<file path="config.mk">
export PLATFORM = sky130hd
export DESIGN_NAME = het_ctrl
export DESIGN_NICKNAME = d
export VERILOG_FILES = /design/src/rtl/het_pkg.sv /design/src/rtl/het_ctrl.sv
export SDC_FILE = /design/constraint.sdc
export NUM_CORES = 1
export LEC_CHECK = 0
export BUFFER_PORTS_ARGS = -buffer_cell sky130_fd_sc_hd__buf_4
export CORE_UTILIZATION = 53
export DETAILED_ROUTE_END_ITERATION = 10
export PLACE_DENSITY = 0.88
export SKIP_LAST_GASP = 1
export SLEW_MARGIN = 20
export SYNTH_ARGS = -nofsm -noshare
export SYNTH_HDL_FRONTEND = slang
export SYNTH_SLANG_ARGS = --single-unit
</file>
<file path="constraint.sdc">
create_clock -name i_clk -period 4.4 [get_ports i_clk]
set_input_delay 1.32 -clock i_clk [delete_from_list [all_inputs] [get_ports i_clk]]
set_output_delay 1.32 -clock i_clk [all_outputs]
set_load 0.005 [all_outputs]
</file>
<file path="src/rtl/het_pkg.sv">
// ---------------------------------------------------------------------------
// het_pkg
// Shared types and constants for the Hermite edge tessellator.
// ---------------------------------------------------------------------------
`default_nettype none

package het_pkg;

    localparam int COORD_W = 32;
    localparam int IDX_W   = 6;
    localparam int LVL_W   = 3;

    typedef struct packed {
        logic signed [COORD_W-1:0] start_x;
        logic signed [COORD_W-1:0] start_y;
        logic signed [COORD_W-1:0] end_x;
        logic signed [COORD_W-1:0] end_y;
        logic signed [COORD_W-1:0] start_tan_x;
        logic signed [COORD_W-1:0] start_tan_y;
        logic signed [COORD_W-1:0] end_tan_x;
        logic signed [COORD_W-1:0] end_tan_y;
        logic        [LVL_W-1:0]   subdiv_level;
    } t_in_word;

    typedef struct packed {
        logic signed [COORD_W-1:0] point_x;
        logic signed [COORD_W-1:0] point_y;
        logic        [IDX_W-1:0]   step_index;
        logic                      last;
    } t_out_word;

    typedef struct packed {
        logic             load;
        logic             issue;
        logic             last;
        logic [IDX_W-1:0] idx;
        logic [LVL_W-1:0] lvl;
    } t_dp_cmd;

    typedef struct packed {
        logic busy;
        logic advance;
    } t_dp_sts;

endpackage

`default_nettype wire

</file>
<file path="src/rtl/het_ctrl.sv">
// ---------------------------------------------------------------------------
// het_ctrl
// Sequencer: takes an edge word, clamps the level and issues the step
// indices 1 .. 2^L-1 to the datapath, then waits for the pipe to empty.
// ---------------------------------------------------------------------------
`default_nettype none

module het_ctrl #(
    parameter int MAX_LEVEL = 6
) (
    input  wire logic                       i_clk,
    input  wire logic                       i_rst_n,
    input  wire logic                       i_in_valid,
    output logic                            o_in_ready,
    input  wire logic [het_pkg::LVL_W-1:0]  i_level,
    input  wire het_pkg::t_dp_sts           i_sts,
    output het_pkg::t_dp_cmd                o_cmd
);

    localparam int IW = het_pkg::IDX_W;

    typedef enum logic [1:0] {
        S_IDLE,
        S_RUN,
        S_DRAIN
    } t_state;

    t_state                    r_state;
    logic [IW-1:0]             r_idx;
    logic [IW-1:0]             r_last_idx;

    logic [het_pkg::LVL_W-1:0] lvl_c;
    logic [IW:0]               span;
    logic                      accept;

    always_comb begin
        if (i_level > het_pkg::LVL_W'(MAX_LEVEL)) begin
            lvl_c = het_pkg::LVL_W'(MAX_LEVEL);
        end else begin
            lvl_c = i_level;
        end
        span       = ((IW + 1)'(1) << lvl_c) - (IW + 1)'(1);
        o_in_ready = (r_state == S_IDLE);
        accept     = i_in_valid && o_in_ready;

        o_cmd.load  = accept;
        o_cmd.lvl   = lvl_c;
        o_cmd.issue = (r_state == S_RUN) && i_sts.advance;
        o_cmd.idx   = r_idx;
        o_cmd.last  = (r_idx == r_last_idx);
    end

    always_ff @(posedge i_clk) begin
        if (!i_rst_n) begin
            r_state    <= S_IDLE;
            r_idx      <= '0;
            r_last_idx <= '0;
        end else begin
            unique case (r_state)
                S_IDLE: begin
                    if (accept && (lvl_c != '0)) begin
                        r_state    <= S_RUN;
                        r_idx      <= IW'(1);
                        r_last_idx <= span[IW-1:0];
                    end
                end
                S_RUN: begin
                    if (o_cmd.issue) begin
                        if (o_cmd.last) begin
                            r_state <= S_DRAIN;
                        end else begin
                            r_idx <= r_idx + IW'(1);
                        end
                    end
                end
                S_DRAIN: begin
                    if (!i_sts.busy) begin
                        r_state <= S_IDLE;
                    end
                end
                default: begin
                    r_state <= S_IDLE;
                end
            endcase
        end
    end

    a_issue_in_run: assert property (@(posedge i_clk) disable iff (!i_rst_n)
        o_cmd.issue |-> (r_state == S_RUN) && i_sts.advance)
        else $error("step issued outside run or under stall");

    a_last_drains: assert property (@(posedge i_clk) disable iff (!i_rst_n)
        (o_cmd.issue && o_cmd.last) |=> (r_state == S_DRAIN))
        else $error("final step did not lead to drain");

    a_idx_range: assert property (@(posedge i_clk) disable iff (!i_rst_n)
        (r_state == S_RUN) |-> (r_idx != '0) && (r_idx <= r_last_idx))
        else $error("step index out of range");

endmodule

`default_nettype wire

</file>
==> results of run 1 <==
## worst max-delay path, stage by stage
cell and delay, ps:
buf_4 70, or3b_4 380, inv_1 170, buf_4 140
## power by group
part	internal [mW]	total [mW]	switching, mW
logic	0.0348	0.0718	0.0371
registers	0.135	0.145	0.0102
clock network	0.0504	0.0941	0.0437
## how the worst max path moves through the flow
| stage | from | endpoint | slack (ps) | cells past startpoint |
|---|---|---|---|---|
| 2_1_floorplan | i_in_valid | o_cmd[11] | 1130 | 3 |
| 3_3_place_gp | i_in_valid | o_cmd[11] | 1020 | 4 |
| 3_5_place_dp | i_in_valid | o_cmd[11] | 1000 | 4 |
| 4_1_cts | i_in_valid | o_cmd[11] | 1000 | 4 |
| 5_1_grt | i_in_valid | o_cmd[11] | 960 | 4 |
| 6_report | i_in_valid | o_cmd[11] | 990 | 4 |
## cell families after synthesis
family,share of synthesized area [%]
fa+ha+maj,1.623
simple gates,23.70
buf+inv,9.740
xor+xnor,6.818
flops,36.36
compound gates,21.75
## cell type report
class	count	area (µm²)
inverters	7	26.28
fillers	124	406.6
flip-flops and latches	14	280.3
repair buffers	20	150.1
well taps	15	18.77
multi-input cells	64	415.4
clock buffers	4	36.28
## flip-flops by register name (all words and copies together) (netlist names)
register / flops
r_idx: 6
r_last_idx: 6
r_state: 2
## per-stage QoR
step	hold slack [ps]	total power [mW]	setup slack, ps	cell area, µm²
after floorplan	437.8	0.1971	1130	770.7
after global placement	457.3	0.2165	1016	890.9
after detailed placement	468.1	0.2194	1005	890.9
after CTS	479.3	0.3139	996.4	927.1
after global routing	493.7	0.3282	963.3	927.1
final	473.0	0.3108	989.4	927.1
## cells in the final DEF, fill, tap and decap left out, types with 2 or more instances in the layout
cell and count:
buf_4 20, dfxtp_1 14, nor2_1 7, inv_1 7
o21ai_0 7, xnor2_1 6, nand2_1 5, nand3_1 5
nor2b_1 5, clkbuf_4 3, a21boi_0 2, a21oi_1 2
a32oi_1 2, nand4b_1 2, or4_1 2, o211ai_1 2
a22oi_1 2
## per-layer routing
metal	routed length [µm]	track usage (%)	part of all wire, %	vias up
met5	0	0	0	-
met4	0	2.586	0	0
met3	83	10.00	5.1	0
met2	853	41.13	52	21
met1	702	25.08	43	338
li1	-	-	-	358
==> flow_metrics.env, run 1 <==
export IMPL_fin_setup_tns_ps=0
export IMPL_ys_types=33
export IMPL_powerDensity_nw_per_um2=335.2
export IMPL_reg2regPathDepth=5
export IMPL_synth_most_common_cell="dfxtp_1"
export IMPL_syn_avg_cell_area_um2=8.378
export IMPL_hold_buffers=0
export IMPL_numCtsBuffers=3
export IMPL_post_route_min_period_ps=3411
export IMPL_antenna_cells=0
export IMPL_port_buffers=20
export IMPL_hold_violations=0
export IMPL_worstHoldStart="r_last_idx[0]"
export IMPL_slew_headroom_pct=26.60
export IMPL_synthesis_nets=101
export IMPL_postSynthCellCount=92
export IMPL_regToRegStartpoint="r_idx[0]"
export IMPL_holdPathEnd="r_last_idx[0]"
export IMPL_htree_num_levels=1
export IMPL_layout_drive_gt1_share_pct=23.85
export IMPL_worstPathRequired_ps=3080
export IMPL_wl_mm=1.639
export IMPL_syn_area_um2=770.7
export IMPL_r2r_end="r_state[0]"
export IMPL_ys_seq_area_share_pct=36.36
export IMPL_ctsResizeCount=0
export IMPL_cp_max_fo=7
export IMPL_fin_worst_skew_ps=11.03
export IMPL_synth_area_leaders="dfxtp_1 36%, xnor2_1 6.8%, o21ai_0 4.5%"
export IMPL_timing_final_crit_share_pct=77.51
export IMPL_cts_setup_buffers=0
export IMPL_fp_dieArea_um2=1611
export IMPL_fin_cells=124
export IMPL_synth_top_cell_area_share_pct=36.36
export IMPL_vias=717
export IMPL_cp_start_kind="input pin"
export IMPL_grt_usage_pct=22.84
export IMPL_gp_congestion=0.7182
export IMPL_async_flop_share_pct=0
export IMPL_ant_nets=0
export IMPL_clock_latency_ps=290
export IMPL_grt_pass1_vias=579
export IMPL_clock_path_buffers=2
export IMPL_first_pass_iters=4
export IMPL_antenna_found_initial=0
export IMPL_synth_common_cells="14 x dfxtp_1, 7 x inv_1, 7 x nor2_1, 7 x o21ai_0, 6 x xnor2_1"
export IMPL_grt_first_pass_wirelength_mm=2.394
export IMPL_ys_flop_type="dfxtp_1"
export IMPL_ir_worst_vdd_v=0.0001768
export IMPL_start_util_pct=57.79
export IMPL_post_drt_wl_per_cell_um=13.22
export IMPL_slew_viol_final=0
export IMPL_cts_sinks=14
export IMPL_hpwl_mm=1.261
export IMPL_first_iter_violations=7
export IMPL_layout_nets=119
export IMPL_hold_path_class="flop to flop"
export IMPL_r2r_slack_ps=2270
export IMPL_hold_path_cell_count=2
export IMPL_rsz0062_at_grt="no"
export IMPL_grt_max_degree=16
export IMPL_yosysTopAreaCell="dfxtp_1"
export IMPL_die_width_um=40.14
export IMPL_worstMarginPinSlew_ps=1092
export IMPL_core_rowCount=13
export IMPL_syn2layout_area_growth_pct=20.29
export IMPL_status="finished, final reports clean"
export IMPL_drc_errors=0
export IMPL_cts_root_buf="clkbuf_4"
export IMPL_postLayoutCoreUtil_pct=69.51
export IMPL_cp_end_kind="primary output"
export IMPL_total_leakage_power_nw=0.3818
export IMPL_die_y_um=40.14
export IMPL_worstPathArrival_ps=2090
export IMPL_setup_viol=0
export IMPL_max_freq_mhz=293.2
export IMPL_synth_seq_cells=14
export IMPL_grt_overflow=0
export IMPL_via_per_inst=5.782
export IMPL_clkTransAtPathRegs_ps=80
export IMPL_core_area_um2=1334
export IMPL_crit_type="input pin to primary output"
export IMPL_yosysWarningCount=0
export IMPL_max_cap_violations=0
export IMPL_synth_edf_count=0
export IMPL_io_pin_count=21
export IMPL_tritoncts="yes"
export IMPL_placed_cells=120
(Power assumes the default switching activity.)
==> run 2, diff against run 1 <==
--- a/config.mk
+++ b/config.mk
@@ -6,9 +6,9 @@
 export NUM_CORES = 1
 export LEC_CHECK = 0
 export BUFFER_PORTS_ARGS = -buffer_cell sky130_fd_sc_hd__buf_4
-export CORE_UTILIZATION = 53
+export CORE_UTILIZATION = 49
 export DETAILED_ROUTE_END_ITERATION = 10
-export PLACE_DENSITY = 0.88
+export PLACE_DENSITY = 0.82
 export SKIP_LAST_GASP = 1
 export SLEW_MARGIN = 20
 export SYNTH_ARGS = -nofsm -noshare
==> constraint.sdc (replaced) <==
create_clock -name i_clk -period 3.6 [get_ports i_clk]
set_input_delay 1.08 -clock i_clk [delete_from_list [all_inputs] [get_ports i_clk]]
set_output_delay 1.08 -clock i_clk [all_outputs]
set_load 0.005 [all_outputs]
==> run 2 against run 1 <==
Against the previous run: first-iteration DRC count rose to 2.6 times the previous value; worst setup slack got worse by 310 ps; critical path depth did not move; core utilization fell by 2.1 points; combinational power rose by 24%; clock-buffer cell count did not move; flip-flop and latch count did not move; register-to-register slack got worse by 660 ps; non-clock buffer count did not move; sequential power rose by 22%.
==> flow_metrics.env, run 2 (synthesized netlist as in run 1, its figures left out) <==
export IMPL_status="finished, final reports clean"
export IMPL_mostFrequentLayoutCell="buf_4"
export IMPL_clock_power_share_pct=30.5
export IMPL_crit_type="input pin to primary output"
export IMPL_via_per_inst=5.734
export IMPL_worstMarginPinSlew_ps=681.1
export IMPL_fin_setup_tns_ps=0
export IMPL_hold_violations=0
export IMPL_worstPathRequired_ps=2520
export IMPL_port_buffers=20
export IMPL_p_comb_share_pct=23.3
export IMPL_grt_max_degree=16
export IMPL_grt_usage_pct=20.67
export IMPL_fin_worst_skew_ps=3.223
export IMPL_worstPathArrival_ps=1840
export IMPL_core_area_um2=1383
export IMPL_timing_final_crit_share_pct=81.08
export IMPL_powerDensity_nw_per_um2=411.2
export IMPL_hpwl_mm=1.202
export IMPL_antenna_found_initial=0
export IMPL_cts_setup_buffers=0
export IMPL_fillerInstances=113
export IMPL_tritoncts="yes"
export IMPL_die_y_um=41.66
export IMPL_total_leakage_power_nw=0.3826
export IMPL_p_switching_uw=114.1
export IMPL_grt_first_pass_wirelength_mm=2.780
export IMPL_post_drt_wl_per_cell_um=13.26
export IMPL_htree_num_levels=1
export IMPL_grt_overflow=0
export IMPL_setup_viol=0
export IMPL_multi_input_area_um2=420.4
export IMPL_ctsResizeCount=0
export IMPL_switching_share_pct=29.76
export IMPL_pwr_share_seq_pct=46.2
export IMPL_grt_pass1_vias=664
export IMPL_die_width_um=41.66
export IMPL_ir_worst_vdd_v=0.0002231
export IMPL_cp_max_fo=7
export IMPL_cp_end_kind="primary output"
export IMPL_core_rowCount=13
export IMPL_largestRegisters="r_idx: 6 flops, r_last_idx: 6 flops, r_state: 2 flops"
export IMPL_gp_congestion=0.7212
export IMPL_max_cap_violations=0
export IMPL_cts_root_buf="clkbuf_4"
export IMPL_max_freq_mhz=342.6
export IMPL_first_iter_violations=18
export IMPL_fp_dieArea_um2=1736
export IMPL_wl_mm=1.644
export IMPL_cp_start_kind="input pin"
export IMPL_final_seq_area_um2=280.3
export IMPL_slew_viol_final=0
export IMPL_syn2layout_area_growth_pct=20.94
export IMPL_hold_buffers=0
export IMPL_layout_nets=119
export IMPL_cts_sinks=14
export IMPL_clkTransAtPathRegs_ps=90
export IMPL_postLayoutCoreUtil_pct=67.42
export IMPL_rsz0062_at_grt="no"
export IMPL_antenna_cells=0
export IMPL_hold_path_class="flop to flop"
export IMPL_clock_path_buffers=2
export IMPL_layout_drive_gt1_share_pct=24.77
export IMPL_first_pass_iters=4
export IMPL_internal_power_uw=269.2
export IMPL_start_util_pct=55.75
export IMPL_numCtsBuffers=3
export IMPL_io_pin_count=21
export IMPL_layout_common_cells="20 x buf_4, 14 x dfxtp_1, 7 x nor2_1, 7 x inv_1, 7 x o21ai_0"
export IMPL_slew_headroom_pct=54.32
export IMPL_post_route_min_period_ps=2919
export IMPL_drc_errors=0
export IMPL_clock_latency_ps=290
export IMPL_vias=711
export IMPL_ant_nets=0
-- run 2: area by class of cell --
cell class | count | share of cell area, %
sequential | 14 | 30.07
tap | 15 | 2.013
multi-input combinational | 64 | 45.10
timing repair buffer | 20 | 16.11
clock buffer | 4 | 3.893
inverter | 7 | 2.819
-- run 2: through the flow --
stage	cells	setup WS, ps	area [µm²]	power [mW]	hold slack [ps]
6_report	124	681.1	932.1	0.3833	486.9
5_1_grt	124	640.4	932.1	0.4003	511.6
3_5_place_dp	120	683.2	890.9	0.2672	470.7
4_1_cts	124	681.1	927.1	0.3838	490.2
3_3_place_gp	120	689.3	890.9	0.2653	458.1
2_1_floorplan	92	809.9	770.7	0.2409	437.8
-- run 2: worst paths after layout --
check / from / end / slack [ps] / cells past startpoint
min: r_last_idx[1] / r_last_idx[1] / 490 / 2
min reg2reg: r_last_idx[1] / r_last_idx[1] / 490 / 2
max reg2reg: r_state[0] / r_idx[5] / 1610 / 5
max: i_in_valid / o_cmd[11] / 680 / 4
-- run 2: power groups by stage --
| stage | logic, mW | clock network (mW) | registers, mW |
|---|---|---|---|
| floorplan | 0.0656 | 0 | 0.175 |
| global placement | 0.0853 | 0 | 0.180 |
| detailed placement | 0.0870 | 0 | 0.180 |
| CTS | 0.0875 | 0.120 | 0.177 |
| global route | 0.0992 | 0.123 | 0.178 |
| finish | 0.0892 | 0.117 | 0.177 |
-- run 2: critical path, cell delays in order --
cell,delay [ps]
buf_4,70
or3b_4,380
inv_1,160
buf_4,140
-- run 2: layer usage --
metal | wire, µm | vias up | share of wire, % | track usage (%)
met1 | 737 | 329 | 45 | 24.46
met4 | 34 | 0 | 2.1 | 12.90
met2 | 801 | 20 | 49 | 34.06
met5 | 0 | - | 0 | 0
li1 | - | 357 | - | -
met3 | 70 | 5 | 4.3 | 3.913
==> run 3, diff against run 2 <==
--- a/config.mk
+++ b/config.mk
@@ -6,9 +6,10 @@
 export NUM_CORES = 1
 export LEC_CHECK = 0
 export BUFFER_PORTS_ARGS = -buffer_cell sky130_fd_sc_hd__buf_4
-export CORE_UTILIZATION = 49
+export CORE_ASPECT_RATIO = 1.25
+export CORE_UTILIZATION = 45
 export DETAILED_ROUTE_END_ITERATION = 10
-export PLACE_DENSITY = 0.82
+export PLACE_DENSITY = 0.8
 export SKIP_LAST_GASP = 1
 export SLEW_MARGIN = 20
 export SYNTH_ARGS = -nofsm -noshare
==> constraint.sdc (replaced) <==
create_clock -name i_clk -period 2.45 [get_ports i_clk]
set_input_delay 0.735 -clock i_clk [delete_from_list [all_inputs] [get_ports i_clk]]
set_output_delay 0.735 -clock i_clk [all_outputs]
set_load 0.005 [all_outputs]
==> run 3 against run 2 <==
Against the previous run: core utilization shrank 8.1 points; power rose by 46%; routed wire length increased by 2.3%; final cell count grew 3.2%; combinational power rose by 50%; sequential power increased by 47%; first-iteration DRC count up 83%; critical path depth stayed put; largest power group unchanged.
==> flow_metrics.env, run 3 (synthesized netlist as in run 1, its figures left out) <==
export IMPL_rsz0062_at_grt="no"
export IMPL_ant_nets=0
export IMPL_grt_overflow=0
export IMPL_cts_setup_buffers=0
export IMPL_cts_root_buf="clkbuf_4"
export IMPL_powerDensity_nw_per_um2=594.6
export IMPL_hold_path_class="flop to flop"
export IMPL_antenna_found_initial=0
export IMPL_worstPathRequired_ps=1710
export IMPL_grt_max_degree=16
export IMPL_slew_headroom_pct=69.06
export IMPL_max_freq_mhz=447.8
export IMPL_hpwl_mm=1.279
export IMPL_largestRegisters="r_idx: 6 flops, r_last_idx: 6 flops, r_state: 2 flops"
export IMPL_first_iter_violations=33
export IMPL_post_route_min_period_ps=2233
export IMPL_fin_setup_tns_ps=0
export IMPL_htree_num_levels=1
export IMPL_tritoncts="yes"
export IMPL_syn2layout_area_growth_pct=21.75
export IMPL_slew_viol_final=0
export IMPL_die_width_um=39.02
export IMPL_ir_worst_vdd_v=0.0004240
export IMPL_start_util_pct=48.73
export IMPL_cp_start_kind="input pin"
export IMPL_timing_final_crit_share_pct=91.16
export IMPL_layout_drive_gt1_share_pct=24.55
export IMPL_status="finished, final reports clean"
export IMPL_setup_viol=0
export IMPL_cp_startpoint="i_in_valid"
export IMPL_die_y_um=48.27
export IMPL_max_cap_violations=0
export IMPL_crit_path_frequent_cell="buf_4"
export IMPL_core_rowCount=16
export IMPL_layout_common_cells="21 x buf_4, 14 x dfxtp_1, 7 x nor2_1, 7 x inv_1, 7 x o21ai_0"
export IMPL_mostFrequentLayoutCell="buf_4"
export IMPL_cp_buffers_inverters=3
export IMPL_io_pin_count=21
export IMPL_core_area_um2=1582
export IMPL_hold_buffers=0
export IMPL_worstHoldStart="r_last_idx[1]"
export IMPL_clkTransAtPathRegs_ps=80
export IMPL_crit_type="input pin to primary output"
export IMPL_vias=723
export IMPL_total_leakage_power_nw=0.3864
export IMPL_port_buffers=20
export IMPL_cpMaxStageDelayCell="or3b_4"
export IMPL_cts_sinks=14
export IMPL_layout_nets=120
export IMPL_cp_max_fo=7
export IMPL_ctsResizeCount=0
export IMPL_worstPathArrival_ps=1500
export IMPL_fin_worst_skew_ps=3.266
export IMPL_post_drt_wl_per_cell_um=13.14
export IMPL_clock_latency_ps=280
export IMPL_worstPathCellList="buf_4, or3b_4, inv_1, buf_4"
export IMPL_first_pass_iters=4
export IMPL_antenna_cells=0
export IMPL_clock_path_buffers=2
export IMPL_cp_end_kind="primary output"
export IMPL_regToRegStartpoint="r_state[0]"
export IMPL_numCtsBuffers=3
export IMPL_postLayoutCoreUtil_pct=59.34
export IMPL_drc_errors=0
export IMPL_gp_congestion=0.7813
export IMPL_wl_mm=1.682
export IMPL_place_area_um2=902.1
export IMPL_worstMarginPinSlew_ps=460.2
export IMPL_design_area_um2=938.4
export IMPL_slowest_delay_ps=380
export IMPL_grt_pass1_vias=619
export IMPL_hold_violations=0
export IMPL_cp_top_family="buffers and inverters"
export IMPL_via_per_inst=5.648
export IMPL_fp_dieArea_um2=1883
export IMPL_grt_usage_pct=19.77
export IMPL_grt_first_pass_wirelength_mm=2.497
[run 3: cell types whose count changed in the layout (fill, tap and decap cells not counted), sizes merged]
cell | before | now
buf | 20 | 21
[run 3: layout make-up]
cell class	instances	area [µm²]
clock buffers	4	36.28
fillers	152	643.1
inverters	7	26.28
multi-input cells	64	415.4
flip-flops and latches	14	280.3
well taps	18	22.52
repair buffers	21	157.7
[run 3: final timing paths]
kind | end | slack, ps | cells after the start
worst max-delay path | o_cmd[11] | 220 | 4
worst max register to register | r_idx[5] | 560 | 5
worst min-delay path | r_last_idx[1] | 480 | 2
worst min register to register | r_last_idx[1] | 480 | 2
[run 3: power breakdown]
| group | switching, mW | total, mW | internal [mW] |
|---|---|---|---|
| Combinational | 0.0677 | 0.134 | 0.0660 |
| Sequential | 0.0179 | 0.260 | 0.242 |
| Clock | 0.0742 | 0.165 | 0.0904 |
[run 3: per-stage QoR]
| stage | hold WS, ps | setup slack (ps) | power [mW] | instances |
|---|---|---|---|---|
| floorplan | 437.8 | 280.4 | 0.3540 | 92 |
| global placement | 457.8 | 237.1 | 0.3946 | 124 |
| detailed placement | 470.5 | 225.6 | 0.3975 | 124 |
| CTS | 482.1 | 219.2 | 0.5649 | 128 |
| global route | 503.3 | 166.3 | 0.5926 | 128 |
| finish | 482.0 | 216.7 | 0.5580 | 128 |
[run 3: worst register-to-register path, cell delays in order, from the launching register on]
cell and delay, ps:
dfxtp_1 510, or2b_1 330, o22ai_2 200, o31ai_1 150
or4_1 480, a31oi_1 160
[run 3: layer usage]
| layer | wire, µm | track usage [%] | vias to the layer above |
|---|---|---|---|
| met1 | 714 | 20.79 | 343 |
| met2 | 880 | 35.67 | 17 |
| met4 | 13 | 10.34 | 0 |
| met5 | 0 | 0 | - |
| met3 | 74 | 5.479 | 2 |
| li1 | - | - | 361 |
